`config.mk`:
```
export PLATFORM = sky130hd
export DESIGN_NAME = binomial_coefficient_unit_flat
export DESIGN_NICKNAME = d
export VERILOG_FILES = /design/src/bcu_pkg.sv /design/src/bcu_in_if.sv /design/src/bcu_out_if.sv /design/src/bcu_divider.sv /design/src/binomial_coefficient_unit.sv /design/src/flat_wrapper.sv
export SDC_FILE = /design/constraint.sdc
export NUM_CORES = 2
export LEC_CHECK = 0
export ABC_AREA = 1
export BUFFER_PORTS_ARGS = -buffer_cell sky130_fd_sc_hd__buf_2
export CAP_MARGIN = 20
export CORE_MARGIN = 1.5
export CORE_UTILIZATION = 30
export CTS_BUF_LIST = sky130_fd_sc_hd__clkbuf_4 sky130_fd_sc_hd__clkbuf_8 sky130_fd_sc_hd__clkbuf_16
export CTS_CLUSTER_SIZE = 25
export DETAILED_ROUTE_END_ITERATION = 16
export PLACE_DENSITY = 0.44
export SLEW_MARGIN = 5
export SYNTH_ARGS = -nofsm -noshare
export SYNTH_HDL_FRONTEND = slang
export SYNTH_HIERARCHICAL = 1
export SYNTH_SLANG_ARGS = --single-unit
```
`constraint.sdc`:
```
create_clock -name clk -period 11.6 [get_ports clk]
set_clock_uncertainty 0.2 [all_clocks]
set_input_delay 1.16 -clock clk [delete_from_list [all_inputs] [get_ports clk]]
set_output_delay 1.16 -clock clk [all_outputs]
set_load 0.005 [all_outputs]
```
`src/bcu_pkg.sv`:
```
// Package for the binomial coefficient unit: default sizes and sequencer states.
package bcu_pkg;

	localparam int BCU_N_BITS      = 8;
	localparam int BCU_RESULT_BITS = 64;

	typedef enum logic [2:0] {
		ST_IDLE,
		ST_SETUP,
		ST_CHECK,
		ST_MUL,
		ST_DIV,
		ST_WAIT,
		ST_FINISH
	} bcu_state_t;

endpackage

```
`src/bcu_in_if.sv`:
```
// Request channel interface: one (n, k) word per handshake.
interface bcu_in_if import bcu_pkg::*; #(
	parameter int N_BITS = BCU_N_BITS
) ();
	logic                     valid;
	logic                     ready;
	logic [N_BITS-1:0]        n_total;
	logic signed [N_BITS:0]   k_chosen;

	modport source (output valid, output n_total, output k_chosen, input ready);
	modport sink   (input valid, input n_total, input k_chosen, output ready);
endinterface

```
`src/bcu_out_if.sv`:
```
// Response channel interface: one coefficient word per handshake.
interface bcu_out_if import bcu_pkg::*; #(
	parameter int RESULT_BITS = BCU_RESULT_BITS
) ();
	logic                   valid;
	logic                   ready;
	logic [RESULT_BITS-1:0] coefficient;
	logic                   overflow;

	modport source (output valid, output coefficient, output overflow, input ready);
	modport sink   (input valid, input coefficient, input overflow, output ready);
endinterface

```
`src/bcu_divider.sv`:
```
// Radix-2 restoring divider, one quotient bit per cycle.
module bcu_divider import bcu_pkg::*; #(
	parameter int DIVIDEND_BITS = BCU_RESULT_BITS + BCU_N_BITS,
	parameter int DIVISOR_BITS  = BCU_N_BITS
) (
	input  logic                     clk,
	input  logic                     arst_n,
	input  logic                     start,
	input  logic [DIVIDEND_BITS-1:0] dividend,
	input  logic [DIVISOR_BITS-1:0]  divisor,
	output logic                     done,
	output logic [DIVIDEND_BITS-1:0] quotient
);
	localparam int CW = $clog2(DIVIDEND_BITS + 1);

	logic                     busy_q;
	logic [CW-1:0]            cnt_q;
	logic [DIVISOR_BITS-1:0]  rem_q;
	logic [DIVISOR_BITS-1:0]  div_q;
	logic [DIVIDEND_BITS-1:0] quo_q;

	logic [DIVISOR_BITS:0]    trial;
	logic [DIVISOR_BITS:0]    diff;
	logic                     ge;

	assign trial = {rem_q, quo_q[DIVIDEND_BITS-1]};
	assign diff  = trial - {1'b0, div_q};
	assign ge    = trial >= {1'b0, div_q};

	assign done     = busy_q && (cnt_q == '0);
	assign quotient = quo_q;

	always_ff @(posedge clk or negedge arst_n) begin
		if (!arst_n) begin
			busy_q <= 1'b0;
			cnt_q  <= '0;
		end else if (start) begin
			busy_q <= 1'b1;
			cnt_q  <= CW'(DIVIDEND_BITS);
		end else if (busy_q) begin
			if (cnt_q == '0)
				busy_q <= 1'b0;
			else
				cnt_q <= cnt_q - 1'b1;
		end
	end

	always_ff @(posedge clk) begin
		if (start) begin
			rem_q <= '0;
			div_q <= divisor;
			quo_q <= dividend;
		end else if (busy_q && (cnt_q != '0)) begin
			rem_q <= ge ? diff[DIVISOR_BITS-1:0] : trial[DIVISOR_BITS-1:0];
			quo_q <= {quo_q[DIVIDEND_BITS-2:0], ge};
		end
	end
endmodule

```
`src/binomial_coefficient_unit.sv`:
```
// Top level of the binomial coefficient unit: sequencer, multiplier and shared divider.
// Computes C(n,k) exactly. Negative k or k above n returns 0; otherwise the unit
// takes b = max(k, n-k) and s = min(k, n-k) and runs s steps from 1, each
// step multiplying the running value by b+i and dividing exactly by i. One
// multiply and one radix-2 restoring divide share the loop; the divide
// produces one quotient bit per cycle over RESULT_BITS+N_BITS bits. A result
// that no longer fits in RESULT_BITS bits stops the loop early and returns all
// ones with overflow set. With default sizes every running value C(b+i, i)
// passes 64 bits by step 34 at the latest, so no item runs more than 34 steps
// and the slowest one is n=68, k=34. The request channel is ready only while
// no item is in work; a finished word waits in an output register, so a new
// request is taken while the response is still unread.
module binomial_coefficient_unit import bcu_pkg::*; #(
	parameter int N_BITS      = BCU_N_BITS,
	parameter int RESULT_BITS = BCU_RESULT_BITS
) (
	input  logic       clk,
	input  logic       arst_n,
	bcu_in_if.sink     req,
	bcu_out_if.source  rsp
);
	localparam int PW = RESULT_BITS + N_BITS;   // product width

	bcu_state_t state_q, state_d;

	// latched request
	logic [N_BITS-1:0]      n_q;
	logic [N_BITS:0]        k_q;
	// loop state
	logic [N_BITS-1:0]      base_q;
	logic [N_BITS-1:0]      steps_q;
	logic [N_BITS-1:0]      i_q;
	logic [RESULT_BITS-1:0] val_q;
	logic [PW-1:0]          prod_q;
	// pending result
	logic [RESULT_BITS-1:0] res_q;
	logic                   res_ovf_q;
	// output register
	logic                   out_valid_q;
	logic [RESULT_BITS-1:0] out_coef_q;
	logic                   out_ovf_q;

	logic                   accept;
	logic                   div_start;
	logic                   div_done;
	logic [PW-1:0]          div_quo;
	logic                   load_out;
	logic                   slot_free;

	logic [N_BITS-1:0]      k_mag;
	logic [N_BITS-1:0]      n_minus_k;
	logic                   k_zero_case;
	logic [N_BITS-1:0]      mult;
	logic                   quo_ovf;

	assign k_mag       = k_q[N_BITS-1:0];
	assign n_minus_k   = n_q - k_mag;
	assign k_zero_case = k_q[N_BITS] || (k_mag > n_q);
	// b+i never exceeds n, so it fits in N_BITS bits
	assign mult        = base_q + i_q;
	assign quo_ovf     = (div_quo[PW-1:RESULT_BITS] != '0);
	assign slot_free   = !out_valid_q || rsp.ready;
	assign accept      = req.valid && req.ready;

	bcu_divider #(
		.DIVIDEND_BITS (PW),
		.DIVISOR_BITS  (N_BITS)
	) u_div (
		.clk      (clk),
		.arst_n   (arst_n),
		.start    (div_start),
		.dividend (prod_q),
		.divisor  (i_q),
		.done     (div_done),
		.quotient (div_quo)
	);

	always_ff @(posedge clk or negedge arst_n) begin
		if (!arst_n)
			state_q <= ST_IDLE;
		else
			state_q <= state_d;
	end

	always_comb begin
		state_d   = state_q;
		req.ready = 1'b0;
		div_start = 1'b0;
		load_out  = 1'b0;
		unique case (state_q)
			ST_IDLE: begin
				req.ready = 1'b1;
				if (req.valid)
					state_d = ST_SETUP;
			end
			ST_SETUP: begin
				state_d = k_zero_case ? ST_FINISH : ST_CHECK;
			end
			ST_CHECK: begin
				state_d = (i_q > steps_q) ? ST_FINISH : ST_MUL;
			end
			ST_MUL: begin
				state_d = ST_DIV;
			end
			ST_DIV: begin
				div_start = 1'b1;
				state_d   = ST_WAIT;
			end
			ST_WAIT: begin
				if (div_done)
					state_d = quo_ovf ? ST_FINISH : ST_CHECK;
			end
			ST_FINISH: begin
				if (slot_free) begin
					load_out = 1'b1;
					state_d  = ST_IDLE;
				end
			end
			default: state_d = ST_IDLE;
		endcase
	end

	// datapath
	always_ff @(posedge clk) begin
		if (accept) begin
			n_q <= req.n_total;
			k_q <= req.k_chosen;
		end
		unique case (state_q)
			ST_SETUP: begin
				res_q     <= '0;
				res_ovf_q <= 1'b0;
				val_q     <= RESULT_BITS'(1);
				i_q       <= N_BITS'(1);
				if (k_mag < n_minus_k) begin
					base_q  <= n_minus_k;
					steps_q <= k_mag;
				end else begin
					base_q  <= k_mag;
					steps_q <= n_minus_k;
				end
			end
			ST_CHECK: begin
				if (i_q > steps_q)
					res_q <= val_q;
			end
			ST_MUL: begin
				prod_q <= val_q * mult;
			end
			ST_WAIT: begin
				if (div_done) begin
					if (quo_ovf) begin
						res_q     <= '1;
						res_ovf_q <= 1'b1;
					end else begin
						val_q <= div_quo[RESULT_BITS-1:0];
						i_q   <= i_q + 1'b1;
					end
				end
			end
			default: ;
		endcase
	end

	// output register
	always_ff @(posedge clk or negedge arst_n) begin
		if (!arst_n)
			out_valid_q <= 1'b0;
		else if (load_out)
			out_valid_q <= 1'b1;
		else if (rsp.ready)
			out_valid_q <= 1'b0;
	end

	always_ff @(posedge clk) begin
		if (load_out) begin
			out_coef_q <= res_q;
			out_ovf_q  <= res_ovf_q;
		end
	end

	assign rsp.valid       = out_valid_q;
	assign rsp.coefficient = out_coef_q;
	assign rsp.overflow    = out_ovf_q;
endmodule
```
`src/flat_wrapper.sv`:
```
// flat-port wrapper written by rule: the top's interface ports become plain ports
module binomial_coefficient_unit_flat import bcu_pkg::*;
#(
	parameter int N_BITS      = BCU_N_BITS,
	parameter int RESULT_BITS = BCU_RESULT_BITS
)
  (clk, arst_n, req_valid, req_n_total, req_k_chosen, req_ready, rsp_valid, rsp_coefficient, rsp_overflow, rsp_ready);
  bcu_in_if #(.N_BITS(N_BITS)) req_i ();
  bcu_out_if #(.RESULT_BITS(RESULT_BITS)) rsp_i ();
  input  logic clk;
  input  logic arst_n;
  input wire logic [$bits(req_i.valid)-1:0] req_valid;
  input wire logic [$bits(req_i.n_total)-1:0] req_n_total;
  input wire logic [$bits(req_i.k_chosen)-1:0] req_k_chosen;
  output wire logic [$bits(req_i.ready)-1:0] req_ready;
  output wire logic [$bits(rsp_i.valid)-1:0] rsp_valid;
  output wire logic [$bits(rsp_i.coefficient)-1:0] rsp_coefficient;
  output wire logic [$bits(rsp_i.overflow)-1:0] rsp_overflow;
  input wire logic [$bits(rsp_i.ready)-1:0] rsp_ready;
  assign req_i.valid = req_valid;
  assign req_i.n_total = req_n_total;
  assign req_i.k_chosen = req_k_chosen;
  assign req_ready = req_i.ready;
  assign rsp_valid = rsp_i.valid;
  assign rsp_coefficient = rsp_i.coefficient;
  assign rsp_overflow = rsp_i.overflow;
  assign rsp_i.ready = rsp_ready;
  binomial_coefficient_unit #(.N_BITS(N_BITS), .RESULT_BITS(RESULT_BITS)) u_core (.clk(clk), .arst_n(arst_n), .req(req_i), .rsp(rsp_i));
endmodule
```
-- Word level (Yosys, flattened, before mapping)
Index checks and enable logic that the tools add are counted.
- register bits: 407
- input bits: 21
- output and inout port bits: 67
- logic and storage cells: 98
- add/subtract/negate cells: 5
- multiply operators: 1
- order comparisons: 4
- equal/unequal tests: 13
- multiplexer cells: 37
- reductions and logical operators: 20
- operators by type and width (operator ; number):
    64-bit two-way mux ; 5
    64-bit case mux with 3 select lines ; 1
    72-bit two-way mux ; 2
    64-bit case mux with 2 select lines ; 1
    64-bit by 8-bit multiplier with 72-bit output ; 1
    8-bit two-way mux ; 5
    7-bit two-way mux ; 3
    3-bit case mux with 7 select lines ; 1
    3-bit two-way mux ; 6
    8-bit greater-than comparator ; 2
    8-bit case mux with 2 select lines ; 1
    8-bit subtractor ; 2
    1-bit two-way mux ; 11
    2-bit by 1-bit inequality test with 1-bit output, second input constant ; 5
    3-bit equality test, second input constant ; 3
    9-bit by 8-bit greater-or-equal comparator with 1-bit output ; 1
    3-bit AND reduction ; 3
    8-bit by 1-bit adder with 8-bit output, second input constant ; 1
    8-bit adder ; 1
    8-bit < comparator ; 1
    2-bit nonzero test ; 4
    8-bit nonzero test ; 1
    7-bit zero test ; 1
    7-bit nonzero test ; 1
    12 further kinds ; 17

-- Logic depth before layout (Yosys ltp)
- depth in word-level cells: 5
- mapped depth: 34
- mapped depth without buffers: 33

-- By module
The synthesis kept the hierarchy.
- by module, submodules not included (module ; instances ; cells an instance ; area an instance (sq um) ; seq. area each (sq um)):
    binomial_coefficient_unit ; 1 ; 3352 ; 28755.1 ; 9318.9
    bcu_divider ; 1 ; 496 ; 4631.9 ; 2762.6

-- Least setup slack after synthesis
No wires, ideal clock.
- path type: register -> register
- start: reg u_core.state_q[1]
- end: reg u_core.res_q[0] (enable)
- setup time: 0.578 ns
- arrival time: 6.228 ns
- setup slack: 4.594 ns
- cell stages (with the launch flop): 6
- path buffers: 0
- period minus slack after synthesis: 7.006 ns
- cells stage by stage: dfrtp_1 inv_1 nand2_1 nor2_1 nor3_1 nor3b_1
- cells in the longest elaborated chain, start to end: 3
- elaborated cells between the ends (all ways): 8
- those cells by class: eq/ne: 6; reduce/logical: 2
- ends and longest elaborated chain (what ; RTL line ; source):
    start, declared ; binomial_coefficient_unit.sv:24 ; bcu_state_t state_q, state_d;
    start signal, assigned ; binomial_coefficient_unit.sv:82 ; state_q <= state_d;
    3-bit by 2-bit equality test with 1-bit output (tied with other cells) ; binomial_coefficient_unit.sv:129 ; unique case (state_q)
    2-bit by 1-bit inequality test with 1-bit output (no source line) or 3-bit nonzero test (tied branches) ; -- ;
    4-bit AND reduction (no source line) * ; -- ;
    end signal, assigned ; binomial_coefficient_unit.sv:145 ; res_q <= val_q;
    end, declared ; binomial_coefficient_unit.sv:36 ; logic [RESULT_BITS-1:0] res_q;
Mark *: on every way between the ends. The rest lies on a longest branch, timed or not.
A chain may end at the register's enable or synchronous reset.

-- Worst setup path after layout
- start: reg u_core.i_q[2]
- end: reg u_core.prod_q[68], data pin
- cells in the longest elaborated chain, start to end: 2
- ends and longest elaborated chain (what ; RTL line ; source):
    start, declared ; binomial_coefficient_unit.sv:32 ; logic [N_BITS-1:0] i_q;
    start signal, assigned ; binomial_coefficient_unit.sv:157 ; i_q <= i_q + 1'b1;
    8-bit adder ; binomial_coefficient_unit.sv:60 ; assign mult = base_q + i_q;
    64-bit by 8-bit multiplier with 72-bit output ; binomial_coefficient_unit.sv:148 ; prod_q <= val_q * mult;
    end signal, assigned ; binomial_coefficient_unit.sv:148 ;
    end, declared ; binomial_coefficient_unit.sv:34 ; logic [PW-1:0] prod_q;
No other way between the ends.

==> impl_metrics.json <==
{
  "insertion_delay_ns": 0.62,
  "place_hpwl_um": 76700,
  "drcViolationCount": 0,
  "drt-pass1-iter-count": 6,
  "cp_common_cell": "nand2_1",
  "cp.arrival_ns": 7.90,
  "cp-end-kind": "flip-flop",
  "met2_usage_pct": 29.4,
  "synthTopCellsByCount": "965 x nand2_1, 787 x inv_1, 592 x nor2_1",
  "place_ws_ns": 3.97,
  "initial_core_util_pct": 30.2,
  "coreArea_mm2": 0.111,
  "layout_min_cycle_time_ns": 7.72,
  "ys_warn_count": 6,
  "antenna_found_initial": 5,
  "cts_buffer_depth": 3,
  "fin_crit_sh_pct": 66.5,
  "fp.dieW_um": 337,
  "track_usage_pct": 17.8,
  "drive_above_1_share_pct": 6.20,
  "setup_violations": 0,
  "grt_pass1_wl_um": 153000,
  "synth.top_cell.area_share_pct": 34.8,
  "clk_pin_slew_worst_paths_ns": 0.06,
  "rsz0062_at_grt": "no",
  "io_buffers": 87,
  "pin_count": 88,
  "synth_area_mm2": 0.0334,
  "met1_usage_pct": 25.1,
  "drt_wl_total_um": 98800,
  "synth_top_area_cell": "edfxtp_1",
  "drt-initial-drc-count": 1499,
  "std_cell_rows": 122,
  "postCtsSetupBuffers": 0,
  "final-hold-violation-count": 0,
  "place_congestion": 0.924,
  "async_reset_ff_share_pct": 2.95,
  "clock.fmax_mhz": 130,
  "vias_per_cell": 4.55,
  "slowest_stage": "nand2_2",
  "grt_overflow": 0,
  "synth_cell_types": 48,
  "slew_headroom_pct": 36.4,
  "outcome": "finished, final reports clean",
  "final-max-slew-violation-count": 0,
  "cts_tree": "yes",
  "setup_tns_ns": 0,
  "busiest_layer": "met2",
  "startpoint_type": "flip-flop",
  "cts-resized-gates": 0,
  "areaGrowthSynthToFinish_pct": 11.5,
  "final_antenna_net_count": 0,
  "required_ns": 11.78,
  "synth_cells": 3848,
  "tightest_slew_ns": 0.954,
  "grt_max_degree": 66,
  "layout_setup_ws_ns": 3.88,
  "vias": 24800,
  "dieHeight_um": 337,
  "cpPeakStageDelay_ns": 0.67,
  "synth.avg_cell_area_um2": 8.68,
  "cts_sinks": 407,
  "grtUsageMet3_pct": 1.54,
  "hold_class": "reg -> reg",
  "criticalPathCategory": "reg -> reg",
  "wl_per_cell_um": 18.1,
  "synthFlopType": "edfxtp_1",
  "cts_max_level": 2,
  "synth.area.top_cells": "edfxtp_1 35%, fa_1 22%, nand2_1 11%",
  "synth.ff_latch_count": 407,
  "nFillCells": 11700,
  "max_cap_viol_count": 0,
  "yosysMostFrequentCell": "nand2_1",
  "cts-hold-fix-buffers": 0,
  "cp_max_fo": 30,
  "dieArea_mm2": 0.113,
  "ys_seq_area_share_pct": 36.2,
  "numCtsBuffers": 51,
  "root_buffer": "clkbuf_16",
  "synth_nets": 4378,
  "nNetsFinal": 4456,
  "synth_edf_count": 387,
  "grt_pass1_vias": 25700
}
registers in the layout, indices dropped and copies added (netlist names), 3 cells and up:
signal	count
u_core/n_q	8
u_core/steps_q	8
u_core/res_q	64
u_core/u_div/cnt_q	7
u_core/rsp.coefficient	64
u_core/prod_q	72
u_core/u_div/div_q	8
u_core/k_q	9
u_core/u_div/quotient	72
u_core/state_q	3
u_core/u_div/rem_q	8
u_core/i_q	8
u_core/val_q	64
u_core/base_q	8
placed cells by master (no fill, tap or decap), types with 11 or more instances in the layout:
cell type and count:
edfxtp_1 387, a21oi_1 106, nand3_1 95, inv_1 786, nor3_1 30, buf_2 87
nor2_1 590, buf_4 27, fa_1 374, ha_1 133, dfrtp_1 12, clkinv_2 11
o21ai_0 130, nand2_1 963, xor2_1 44, clkbuf_16 51
metrics by stage:
stage,hold slack (ns),area [µm²],instances,util [%]
finish,0.213,37200,5454,33.7
global route,0.221,37200,5453,33.7
CTS,0.210,37200,5452,33.7
detailed placement,0.205,35500,5360,32.2
global placement,0.200,35500,5360,32.2
floorplan,0.200,33400,3848,-
cell families (layout without fill, tap and decap cells):
| family | Yosys count | in the layout | synth area share [%] |
|---|---|---|---|
| and+or+nand+nor | 1731 | 1731 | 20.7 |
| buffers and inverters | 889 | 1006 | 10.2 |
| adders and majority gates | 509 | 509 | 27.5 |
| DFF | 407 | 407 | 36.2 |
| AOI/OAI and AO/OA | 261 | 261 | 4.05 |
| xor gates and xnor gates | 51 | 51 | 1.34 |
| other | 0 | 1 | 0 |
cell type report:
class | count | area, µm² | share of cell area, %
Antenna cell | 1 | 2.50 | 0.00672
Tap cell | 1488 | 1860 | 5.00
Multi-Input combinational cell | 2552 | 17900 | 48.2
Clock inverter | 38 | 368 | 0.988
Inverter | 799 | 3000 | 8.07
Sequential cell | 407 | 12100 | 32.5
Timing Repair Buffer | 115 | 658 | 1.77
Clock buffer | 54 | 1300 | 3.49
critical path, delay by kind of cell (launching register included):
kind | cells | cell delay, ns
flip-flops | 1 | 0.48
AO/OA/AOI/OAI | 3 | 0.49
AND/OR/NAND/NOR | 16 | 2.82
adder cells (fa/ha/maj) | 6 | 2.59
buffers and inverters | 3 | 0.85
layer usage:
| layer | vias up | share of wire, % |
|---|---|---|
| met3 | 119 | 3.9 |
| met2 | 481 | 47 |
| met5 | - | 0 |
| met4 | 0 | 2.2 |
| li1 | 11900 | - |
| met1 | 12400 | 47 |
path summary, 6_finish.rpt:
kind,from,end,slack (ns),cells past startpoint
hold / removal,u_core/res_q[31],u_core/rsp.coefficient[31],0.21,0
setup reg to reg,u_core/i_q[2],u_core/prod_q[68],3.88,28
hold reg to reg,u_core/res_q[31],u_core/rsp.coefficient[31],0.21,0
max in group asynchronous,arst_n,u_core/u_div/cnt_q[3],10.68,1
min in group asynchronous,arst_n,u_core/state_q[2],0.25,1
setup / recovery,u_core/i_q[2],u_core/prod_q[68],3.88,28
Power is left out: the tool's default activity adds up to more than one toggle a clock period on the data nets, which glitch-free logic cannot reach.
